--- config.mk ---
export PLATFORM = sky130hd
export DESIGN_NAME = i2c_master_bit_engine_unit
export DESIGN_NICKNAME = d
export VERILOG_FILES = /design/src/i2cmbe_pkg.sv /design/src/i2cmbe_regs.sv /design/src/i2cmbe_seq.sv /design/src/i2c_master_bit_engine_unit.sv
export SDC_FILE = /design/constraint.sdc
export NUM_CORES = 1
export LEC_CHECK = 0
export BUFFER_PORTS_ARGS = -buffer_cell sky130_fd_sc_hd__buf_4
export CAP_MARGIN = 5
export CORE_MARGIN = 2
export CORE_UTILIZATION = 58
export DETAILED_ROUTE_END_ITERATION = 12
export GPL_ROUTABILITY_DRIVEN = 0
export HOLD_SLACK_MARGIN = 0.06
export PLACE_DENSITY_LB_ADDON = 0.1
export SYNTH_ARGS = -nofsm -noshare
export SYNTH_HDL_FRONTEND = slang
export SYNTH_SLANG_ARGS = --single-unit
--- constraint.sdc ---
create_clock -name clk -period 5.71 [get_ports clk]
set_input_delay 1.142 -clock clk [delete_from_list [all_inputs] [get_ports clk]]
set_output_delay 1.142 -clock clk [all_outputs]
set_load 0.01 [all_outputs]
--- src/i2cmbe_pkg.sv ---
// shared types, codes and reset constants for the i2c master bit engine
// no dependencies; imported by every module of the block

package i2cmbe_pkg;

    // configuration register reset values
    localparam logic [15:0] PHASE_TICKS_RST     = 16'd5;
    localparam logic [15:0] STRETCH_TIMEOUT_RST = 16'd300;
    localparam logic [7:0]  LOW_CHECK_TICKS_RST = 8'd1;

    // apb register map, word index taken from paddr[3:2]
    localparam int unsigned ADDR_W = 4;

    typedef enum logic [1:0] {
        REG_PHASE_TICKS     = 2'd0,
        REG_STRETCH_TIMEOUT = 2'd1,
        REG_LOW_CHECK_TICKS = 2'd2,
        REG_UNUSED          = 2'd3
    } reg_idx_t;

    // bus commands
    typedef enum logic [2:0] {
        CMD_NONE  = 3'd0,
        CMD_START = 3'd1,
        CMD_STOP  = 3'd2,
        CMD_WRITE = 3'd3,
        CMD_READ  = 3'd4,
        CMD_RSV5  = 3'd5,
        CMD_RSV6  = 3'd6,
        CMD_RSV7  = 3'd7
    } cmd_t;

    // sequencer phases
    typedef enum logic [3:0] {
        PH_IDLE    = 4'd0,
        PH_S_LCHK1 = 4'd1,
        PH_S_LOW   = 4'd2,
        PH_S_HCHK  = 4'd3,
        PH_S_SETUP = 4'd4,
        PH_S_HOLD  = 4'd5,
        PH_S_LCHK2 = 4'd6,
        PH_P_LOW   = 4'd7,
        PH_P_HCHK  = 4'd8,
        PH_P_SETUP = 4'd9,
        PH_P_BUF   = 4'd10,
        PH_B_LOW   = 4'd11,
        PH_B_HCHK  = 4'd12,
        PH_B_HIGH  = 4'd13,
        PH_B_LCHK  = 4'd14
    } phase_t;

    // configuration seen by the sequencer
    typedef struct packed {
        logic [15:0] phase_ticks;
        logic [15:0] stretch_timeout;
        logic [7:0]  low_check_ticks;
    } cfg_t;

    // one input word
    typedef struct packed {
        cmd_t       command;
        logic [7:0] write_byte;
        logic       send_ack;
        logic       scl_level;
        logic       sda_level;
    } tick_t;

    // one result word
    typedef struct packed {
        logic       scl_released;
        logic       sda_released;
        logic       busy_res;
        logic       done_res;
        logic       ack_seen;
        logic [7:0] read_byte;
        logic       timeout_error;
    } res_t;

    // a zero register value acts as one
    function automatic logic [15:0] at_least_one(input logic [15:0] v);
        at_least_one = (v == 16'd0) ? 16'd1 : v;
    endfunction

endpackage

--- src/i2cmbe_regs.sv ---
// apb configuration registers for the i2c master bit engine
// depends on i2cmbe_pkg

module i2cmbe_regs (
    input  logic                           clk,
    input  logic                           rst_n,
    input  logic                           psel,
    input  logic                           penable,
    input  logic                           pwrite,
    input  logic [i2cmbe_pkg::ADDR_W-1:0]  paddr,
    input  logic [31:0]                    pwdata,
    output logic [31:0]                    prdata,
    output logic                           pready,
    output i2cmbe_pkg::cfg_t               cfg
);
    import i2cmbe_pkg::*;

    logic [15:0] phase_ticks_reg;
    logic [15:0] stretch_timeout_reg;
    logic [7:0]  low_check_ticks_reg;
    logic        wr_en;
    reg_idx_t    idx;

    assign pready = 1'b1;
    assign wr_en  = psel && penable && pwrite && pready;
    assign idx    = reg_idx_t'(paddr[3:2]);

    // register writes
    always_ff @(posedge clk or negedge rst_n)
    begin
        if (!rst_n)
        begin
            phase_ticks_reg     <= PHASE_TICKS_RST;
            stretch_timeout_reg <= STRETCH_TIMEOUT_RST;
            low_check_ticks_reg <= LOW_CHECK_TICKS_RST;
        end
        else if (wr_en)
        begin
            unique case (idx)
                REG_PHASE_TICKS:     phase_ticks_reg     <= pwdata[15:0];
                REG_STRETCH_TIMEOUT: stretch_timeout_reg <= pwdata[15:0];
                REG_LOW_CHECK_TICKS: low_check_ticks_reg <= pwdata[7:0];
                default:             ;
            endcase
        end
    end

    // read back
    always_comb
    begin
        prdata = 32'd0;
        unique case (idx)
            REG_PHASE_TICKS:     prdata = {16'd0, phase_ticks_reg};
            REG_STRETCH_TIMEOUT: prdata = {16'd0, stretch_timeout_reg};
            REG_LOW_CHECK_TICKS: prdata = {24'd0, low_check_ticks_reg};
            default:             prdata = 32'd0;
        endcase
    end

    assign cfg.phase_ticks     = phase_ticks_reg;
    assign cfg.stretch_timeout = stretch_timeout_reg;
    assign cfg.low_check_ticks = low_check_ticks_reg;

endmodule

--- src/i2cmbe_seq.sv ---
// i2c line sequencer: state registers and one-tick next-state logic
// depends on i2cmbe_pkg

module i2cmbe_seq (
    input  logic               clk,
    input  logic               rst_n,
    input  logic               step,
    input  i2cmbe_pkg::cfg_t   cfg,
    input  i2cmbe_pkg::tick_t  tick,
    output i2cmbe_pkg::res_t   res
);
    import i2cmbe_pkg::*;

    phase_t      phase_reg, phase_next;
    cmd_t        cmd_reg, cmd_next;
    logic [3:0]  bit_cnt_reg, bit_cnt_next;
    logic [7:0]  shift_reg, shift_next;
    logic [15:0] wait_reg, wait_next;
    logic        scl_reg, scl_next;
    logic        sda_reg, sda_next;
    logic        ack_choice_reg, ack_choice_next;
    logic        ack_flag_reg, ack_flag_next;
    logic        err_reg, err_next;
    logic [7:0]  read_hold_reg, read_hold_next;
    logic        done;

    logic [15:0] wait_inc;
    logic [15:0] eff_phase;
    logic [15:0] eff_stretch;
    logic [15:0] eff_low;
    logic        delay_done;
    logic        hchk_to;
    logic        lchk_to;
    logic [3:0]  bit_inc;
    logic [7:0]  shift_left;

    // state registers
    always_ff @(posedge clk or negedge rst_n)
    begin
        if (!rst_n)
        begin
            phase_reg      <= PH_IDLE;
            cmd_reg        <= CMD_NONE;
            bit_cnt_reg    <= 4'd0;
            shift_reg      <= 8'd0;
            wait_reg       <= 16'd0;
            scl_reg        <= 1'b1;
            sda_reg        <= 1'b1;
            ack_choice_reg <= 1'b0;
            ack_flag_reg   <= 1'b0;
            err_reg        <= 1'b0;
            read_hold_reg  <= 8'd0;
        end
        else if (step)
        begin
            phase_reg      <= phase_next;
            cmd_reg        <= cmd_next;
            bit_cnt_reg    <= bit_cnt_next;
            shift_reg      <= shift_next;
            wait_reg       <= wait_next;
            scl_reg        <= scl_next;
            sda_reg        <= sda_next;
            ack_choice_reg <= ack_choice_next;
            ack_flag_reg   <= ack_flag_next;
            err_reg        <= err_next;
            read_hold_reg  <= read_hold_next;
        end
    end

    // shared counters and limit compares
    assign wait_inc    = wait_reg + 16'd1;
    assign eff_phase   = at_least_one(cfg.phase_ticks);
    assign eff_stretch = at_least_one(cfg.stretch_timeout);
    assign eff_low     = at_least_one({8'd0, cfg.low_check_ticks});
    assign delay_done  = (wait_inc >= eff_phase);
    assign hchk_to     = (wait_inc >= eff_stretch);
    assign lchk_to     = (wait_inc >= eff_low);
    assign bit_inc     = bit_cnt_reg + 4'd1;
    assign shift_left  = {shift_reg[6:0], 1'b0};

    // next state and outputs for one tick
    always_comb
    begin
        phase_next      = phase_reg;
        cmd_next        = cmd_reg;
        bit_cnt_next    = bit_cnt_reg;
        shift_next      = shift_reg;
        wait_next       = wait_reg;
        scl_next        = scl_reg;
        sda_next        = sda_reg;
        ack_choice_next = ack_choice_reg;
        ack_flag_next   = ack_flag_reg;
        err_next        = err_reg;
        read_hold_next  = read_hold_reg;
        done            = 1'b0;

        unique case (phase_reg)
            PH_IDLE:
            begin
                if ((tick.command == CMD_START) || (tick.command == CMD_STOP) ||
                    (tick.command == CMD_WRITE) || (tick.command == CMD_READ))
                begin
                    cmd_next      = tick.command;
                    wait_next     = 16'd0;
                    bit_cnt_next  = 4'd0;
                    ack_flag_next = 1'b0;
                    err_next      = 1'b0;
                    unique case (tick.command)
                        CMD_START:
                        begin
                            scl_next   = 1'b0;
                            phase_next = PH_S_LCHK1;
                        end
                        CMD_STOP:
                        begin
                            sda_next   = 1'b0;
                            phase_next = PH_P_LOW;
                        end
                        CMD_WRITE:
                        begin
                            shift_next = tick.write_byte;
                            sda_next   = tick.write_byte[7];
                            phase_next = PH_B_LOW;
                        end
                        default:
                        begin
                            shift_next      = 8'd0;
                            ack_choice_next = tick.send_ack;
                            sda_next        = 1'b1;
                            phase_next      = PH_B_LOW;
                        end
                    endcase
                end
            end

            // start condition
            PH_S_LCHK1:
            begin
                if (!tick.scl_level || lchk_to)
                begin
                    wait_next  = 16'd0;
                    sda_next   = 1'b1;
                    phase_next = PH_S_LOW;
                end
                else
                    wait_next = wait_inc;
            end
            PH_S_LOW:
            begin
                wait_next = delay_done ? 16'd0 : wait_inc;
                if (delay_done)
                begin
                    scl_next   = 1'b1;
                    phase_next = PH_S_HCHK;
                end
            end
            PH_S_HCHK:
            begin
                if (tick.scl_level || hchk_to)
                begin
                    wait_next  = 16'd0;
                    phase_next = PH_S_SETUP;
                end
                else
                    wait_next = wait_inc;
            end
            PH_S_SETUP:
            begin
                wait_next = delay_done ? 16'd0 : wait_inc;
                if (delay_done)
                begin
                    sda_next   = 1'b0;
                    phase_next = PH_S_HOLD;
                end
            end
            PH_S_HOLD:
            begin
                wait_next = delay_done ? 16'd0 : wait_inc;
                if (delay_done)
                begin
                    scl_next   = 1'b0;
                    phase_next = PH_S_LCHK2;
                end
            end
            PH_S_LCHK2:
            begin
                if (!tick.scl_level || lchk_to)
                begin
                    wait_next  = 16'd0;
                    done       = 1'b1;
                    phase_next = PH_IDLE;
                end
                else
                    wait_next = wait_inc;
            end

            // stop condition
            PH_P_LOW:
            begin
                wait_next = delay_done ? 16'd0 : wait_inc;
                if (delay_done)
                begin
                    scl_next   = 1'b1;
                    phase_next = PH_P_HCHK;
                end
            end
            PH_P_HCHK:
            begin
                if (tick.scl_level || hchk_to)
                begin
                    wait_next  = 16'd0;
                    phase_next = PH_P_SETUP;
                end
                else
                    wait_next = wait_inc;
            end
            PH_P_SETUP:
            begin
                wait_next = delay_done ? 16'd0 : wait_inc;
                if (delay_done)
                begin
                    sda_next   = 1'b1;
                    phase_next = PH_P_BUF;
                end
            end
            PH_P_BUF:
            begin
                wait_next = delay_done ? 16'd0 : wait_inc;
                if (delay_done)
                begin
                    done       = 1'b1;
                    phase_next = PH_IDLE;
                end
            end

            // byte transfer, one bit per low/high cycle
            PH_B_LOW:
            begin
                wait_next = delay_done ? 16'd0 : wait_inc;
                if (delay_done)
                begin
                    scl_next   = 1'b1;
                    phase_next = PH_B_HCHK;
                end
            end
            PH_B_HCHK:
            begin
                if (tick.scl_level)
                begin
                    wait_next  = 16'd0;
                    phase_next = PH_B_HIGH;
                end
                else if (hchk_to)
                begin
                    wait_next  = 16'd0;
                    err_next   = 1'b1;
                    done       = 1'b1;
                    phase_next = PH_IDLE;
                end
                else
                    wait_next = wait_inc;
            end
            PH_B_HIGH:
            begin
                wait_next = delay_done ? 16'd0 : wait_inc;
                if (delay_done)
                begin
                    if ((cmd_reg == CMD_READ) && (bit_cnt_reg < 4'd8))
                        shift_next = {shift_reg[6:0], tick.sda_level};
                    if ((cmd_reg == CMD_WRITE) && (bit_cnt_reg == 4'd8))
                        ack_flag_next = !tick.sda_level;
                    scl_next   = 1'b0;
                    phase_next = PH_B_LCHK;
                end
            end
            PH_B_LCHK:
            begin
                if (!tick.scl_level)
                begin
                    wait_next    = 16'd0;
                    bit_cnt_next = bit_inc;
                    if (bit_inc >= 4'd9)
                    begin
                        if (cmd_reg == CMD_READ)
                            read_hold_next = shift_reg;
                        done       = 1'b1;
                        phase_next = PH_IDLE;
                    end
                    else
                    begin
                        if (cmd_reg == CMD_WRITE)
                        begin
                            shift_next = shift_left;
                            sda_next   = (bit_inc < 4'd8) ? shift_left[7] : 1'b1;
                        end
                        else
                            sda_next = (bit_inc < 4'd8) ? 1'b1 : !ack_choice_reg;
                        phase_next = PH_B_LOW;
                    end
                end
                else if (lchk_to)
                begin
                    wait_next  = 16'd0;
                    err_next   = 1'b1;
                    done       = 1'b1;
                    phase_next = PH_IDLE;
                end
                else
                    wait_next = wait_inc;
            end

            default:
            begin
                phase_next = PH_IDLE;
                wait_next  = 16'd0;
            end
        endcase
    end

    // result word for this tick
    assign res.scl_released  = scl_next;
    assign res.sda_released  = sda_next;
    assign res.busy_res      = (phase_next != PH_IDLE);
    assign res.done_res      = done;
    assign res.ack_seen      = ack_flag_next;
    assign res.read_byte     = read_hold_next;
    assign res.timeout_error = err_next;

endmodule

--- src/i2c_master_bit_engine_unit.sv ---
// i2c master bit engine: an accepted input word has its result word registered in
// the output register; throughput one word per cycle while it is free or draining,
// the sequencer state advancing once per accepted word.
// the output register frees for a new word in the cycle it is taken.
// reset: sequencer idle, both lines released, flags and read byte zero,
// configuration registers back to 5, 300 and 1; no result word pending.

// top level: apb config, sequencer and output register
// depends on i2cmbe_pkg, i2cmbe_regs, i2cmbe_seq

module i2c_master_bit_engine_unit (
    input  logic                           clk,
    input  logic                           rst_n,
    // input stream
    input  logic                           s_tvalid,
    output logic                           s_tready,
    // [2:0] command, [10:3] write_byte, [11] send_ack, [12] scl_level,
    // [13] sda_level, [15:14] zero
    input  logic [15:0]                    s_tdata,
    // result stream
    output logic                           m_tvalid,
    input  logic                           m_tready,
    // [0] scl_released, [1] sda_released, [2] busy_res, [3] done_res,
    // [4] ack_seen, [12:5] read_byte, [13] timeout_error, [15:14] zero
    output logic [15:0]                    m_tdata,
    // configuration port
    input  logic                           psel,
    input  logic                           penable,
    input  logic                           pwrite,
    input  logic [i2cmbe_pkg::ADDR_W-1:0]  paddr,
    input  logic [31:0]                    pwdata,
    output logic [31:0]                    prdata,
    output logic                           pready
);
    import i2cmbe_pkg::*;

    cfg_t        cfg;
    tick_t       tick;
    res_t        res;
    logic        accept;
    logic        m_tvalid_reg, m_tvalid_next;
    logic [15:0] m_tdata_reg;

    i2cmbe_regs u_regs (
        .clk     (clk),
        .rst_n   (rst_n),
        .psel    (psel),
        .penable (penable),
        .pwrite  (pwrite),
        .paddr   (paddr),
        .pwdata  (pwdata),
        .prdata  (prdata),
        .pready  (pready),
        .cfg     (cfg)
    );

    // unpack input word
    assign tick.command    = cmd_t'(s_tdata[2:0]);
    assign tick.write_byte = s_tdata[10:3];
    assign tick.send_ack   = s_tdata[11];
    assign tick.scl_level  = s_tdata[12];
    assign tick.sda_level  = s_tdata[13];

    // handshake: take a word whenever the output register is free or draining
    assign s_tready = !m_tvalid_reg || m_tready;
    assign accept   = s_tvalid && s_tready;

    i2cmbe_seq u_seq (
        .clk   (clk),
        .rst_n (rst_n),
        .step  (accept),
        .cfg   (cfg),
        .tick  (tick),
        .res   (res)
    );

    // output valid
    always_comb
    begin
        m_tvalid_next = m_tvalid_reg;
        if (accept)
            m_tvalid_next = 1'b1;
        else if (m_tready)
            m_tvalid_next = 1'b0;
    end

    always_ff @(posedge clk or negedge rst_n)
    begin
        if (!rst_n)
            m_tvalid_reg <= 1'b0;
        else
            m_tvalid_reg <= m_tvalid_next;
    end

    // output data
    always_ff @(posedge clk)
    begin
        if (accept)
            m_tdata_reg <= {2'b00, res.timeout_error, res.read_byte, res.ack_seen,
                            res.done_res, res.busy_res, res.sda_released,
                            res.scl_released};
    end

    assign m_tvalid = m_tvalid_reg;
    assign m_tdata  = m_tdata_reg;

endmodule
==> impl_metrics.env <==
export IMPL_io_pins=110
export IMPL_drc_errors=0
export IMPL_area_growth_pct=12.2
export IMPL_path_max_fanout=12
export IMPL_synth_ff_type="dfrtp_1"
export IMPL_r2r_end="u_seq.wait_reg[12]"
export IMPL_max_slew_margin_rel=0.180
export IMPL_worstMarginPinSlew_ns=1.22
export IMPL_endpoint_kind="register"
export IMPL_synth_largest_area_cell="dfrtp_1"
export IMPL_dr_pass1_iters=5
export IMPL_clkSinkCount=103
export IMPL_grt_pass1_vias=5657
export IMPL_cts_tree="done"
export IMPL_cellLeakagePower_nw=3.64
export IMPL_maxCapViolations=0
export IMPL_ys_types=67
export IMPL_post_cts_setup_buffers=0
export IMPL_synth_cells=795
export IMPL_finalCritPeriodShare=0.864
export IMPL_synth_area_leaders="dfrtp_1 29%, ha_1 7.8%, nand2_1 7.7%, edfxtp_1 6.1%, mux2_2 5.4%"
export IMPL_vdd_drop_max_uv=262
export IMPL_met2_length_um=7970
export IMPL_portBuffers=70
export IMPL_reg2reg_setup_slack_ns=0.78
export IMPL_post_place_ws_ns=0.908
export IMPL_grt_pass1_wl_um=28600
export IMPL_status="completed"
export IMPL_tns_ns=0
export IMPL_die_h_um=113
export IMPL_synth_most_common_cell="nand2_1"
export IMPL_cts_resized=0
export IMPL_place_hpwl_um=12800
export IMPL_syn_avg_cell_area_um2=8.64
export IMPL_syn_area_um2=6870
export IMPL_cts_max_level=3
export IMPL_core_area_um2=11500
export IMPL_drt_met1_wl_um=8130
export IMPL_nets=948
export IMPL_max_freq_mhz=203
export IMPL_drive_gt1_frac=0.180
export IMPL_min_period_ns=4.93
export IMPL_grt_max_degree=54
export IMPL_drt_iter0_drc=677
export IMPL_wl_met3_um=1500
export IMPL_crit_type="reg2reg"
export IMPL_clk_path_buf_depth=2
export IMPL_rows=39
export IMPL_start_kind="register"
export IMPL_vias=6087
export IMPL_fin_util=0.672
export IMPL_finalHoldViolCount=0
export IMPL_synth_warnings=0
export IMPL_topRoutingLayerUsed="met4"
export IMPL_synth_seq_area_share=0.387
export IMPL_synth_seq_cells=103
export IMPL_synth_enable_flop_cells=14
export IMPL_rr_startpoint="u_seq.wait_reg[0]"
export IMPL_clock_latency_ns=0.36
export IMPL_holdBufCountCts=0
export IMPL_clk_pin_slew_ns=0.07
export IMPL_hold_path_startpoint="u_seq.scl_reg"
export IMPL_async_flop_share=0.864
export IMPL_setup_violations=0
export IMPL_drv_slew=0
export IMPL_arrival_ns=5.20
export IMPL_rsz0062_at_grt="false"
export IMPL_hold_path_class="reg2reg"
export IMPL_grt_overflow_total=0
export IMPL_min_path_cells=2
export IMPL_initial_utilization=0.599
export IMPL_antenna_found_initial=0
export IMPL_fin_skew_ns=0.0100
export IMPL_die_w_um=113
export IMPL_synth_top_area_frac=0.291
export IMPL_wl_um=17800
export IMPL_synth_commonest_cells="140 x nand2_1, 80 x dfrtp_1, 59 x nor2_1"
export IMPL_wl_per_cell_um=17.9
export IMPL_power_density_nw_per_um2=345
export IMPL_worstPathRequired_ns=5.98
export IMPL_insertedDiodeCount=0
export IMPL_min_to="u_seq.scl_reg"
export IMPL_worstRegToRegCells=14
export IMPL_via_per_inst=6.12
export IMPL_fin_ws_ns=0.778
export IMPL_cts_buffers=9
export IMPL_die_area_um2=12700
export IMPL_grt_use_total=0.280
export IMPL_ant_nets=0
export IMPL_cts_root_buf="clkbuf_16"
kinds of logic after synthesis:
family                     share of synthesized area
and+or+nand+nor                                0.206
AOI/OAI and AO/OA                              0.155
buffers and inverters                         0.0701
DFF                                            0.387
muxes                                         0.0862
adders and majority gates                     0.0783
xor gates and xnor gates                      0.0166
other                                        0.00109
critical path, stage by stage (launching register included):
cell	delay (ns)
dfrtp_1	0.53
ha_1	0.31
nand3_2	0.23
nor3_1	0.42
nor2b_1	0.11
or2_2	0.33
ha_1	0.33
a21oi_1	0.13
nand2_1	0.08
a221o_1	0.34
o21ai_0	0.53
nand3_1	0.24
a2111oi_4	0.77
o21ai_1	0.28
o211ai_1	0.21
cell usage in the layout, fill, tap and decap left out, drive strengths merged, types with 12 or more instances in the layout:
| cell type | count |
|---|---|
| ha | 43 |
| conb | 19 |
| edfxtp | 14 |
| a21oi | 36 |
| nor2 | 59 |
| nand2 | 140 |
| buf | 77 |
| nand3 | 20 |
| mux2i | 22 |
| inv | 57 |
| nor4 | 12 |
| mux2 | 33 |
| o21ai | 67 |
| dfrtp | 80 |
| nor3 | 23 |
final cells by class:
| class | count | area (µm²) |
|---|---|---|
| timing repair buffer | 77 | 578 |
| tap | 143 | 179 |
| sequential | 103 | 2660 |
| clock inverter | 7 | 62.6 |
| multi-input combinational | 602 | 3800 |
| inverter | 53 | 199 |
| clock buffer | 9 | 225 |
| fill | 951 | 3760 |
worst max path at each step:
stage / startpoint / to / slack [ns] / cells after the start
2_1_floorplan: u_seq.wait_reg[0] / m_tdata[2] / 1.62 / 14
3_3_place_gp: u_seq.wait_reg[0] / u_seq.wait_reg[12] / 1.02 / 13
3_5_place_dp: u_seq.wait_reg[0] / u_seq.wait_reg[12] / 0.91 / 13
4_1_cts: u_seq.wait_reg[0] / u_seq.wait_reg[12] / 0.87 / 13
5_1_grt: u_seq.wait_reg[0] / u_seq.wait_reg[14] / 0.50 / 14
6_report: u_seq.wait_reg[0] / u_seq.wait_reg[12] / 0.78 / 14
layer usage:
metal | up-vias | GRT usage
li1 | 2866 | -
met1 | 2922 | 0.411
met2 | 275 | 0.427
met3 | 24 | 0.0611
met4 | 0 | 0.0667
met5 | - | 0
through the flow:
| stage | cell area (µm²) | hold slack [ns] | std cells | power (W) |
|---|---|---|---|---|
| floorplan | 6930 | 0.439 | 812 | 0.00173 |
| global placement | 7420 | 0.446 | 978 | 0.00199 |
| detailed placement | 7420 | 0.457 | 978 | 0.00203 |
| CTS | 7700 | 0.468 | 994 | 0.00265 |
| global route | 7700 | 0.490 | 994 | 0.00282 |
| finish | 7700 | 0.463 | 994 | 0.00266 |
power by group:
part           switching, W  leakage, nW  internal, W  total, W
logic              0.000539         2.25     0.000375  0.000913
registers          0.000217         1.25     0.000918   0.00114
clock network      0.000306        0.138     0.000306  0.000612
total               0.00106         3.64      0.00160   0.00266
No activity file was read; power rests on OpenSTA's default activity.
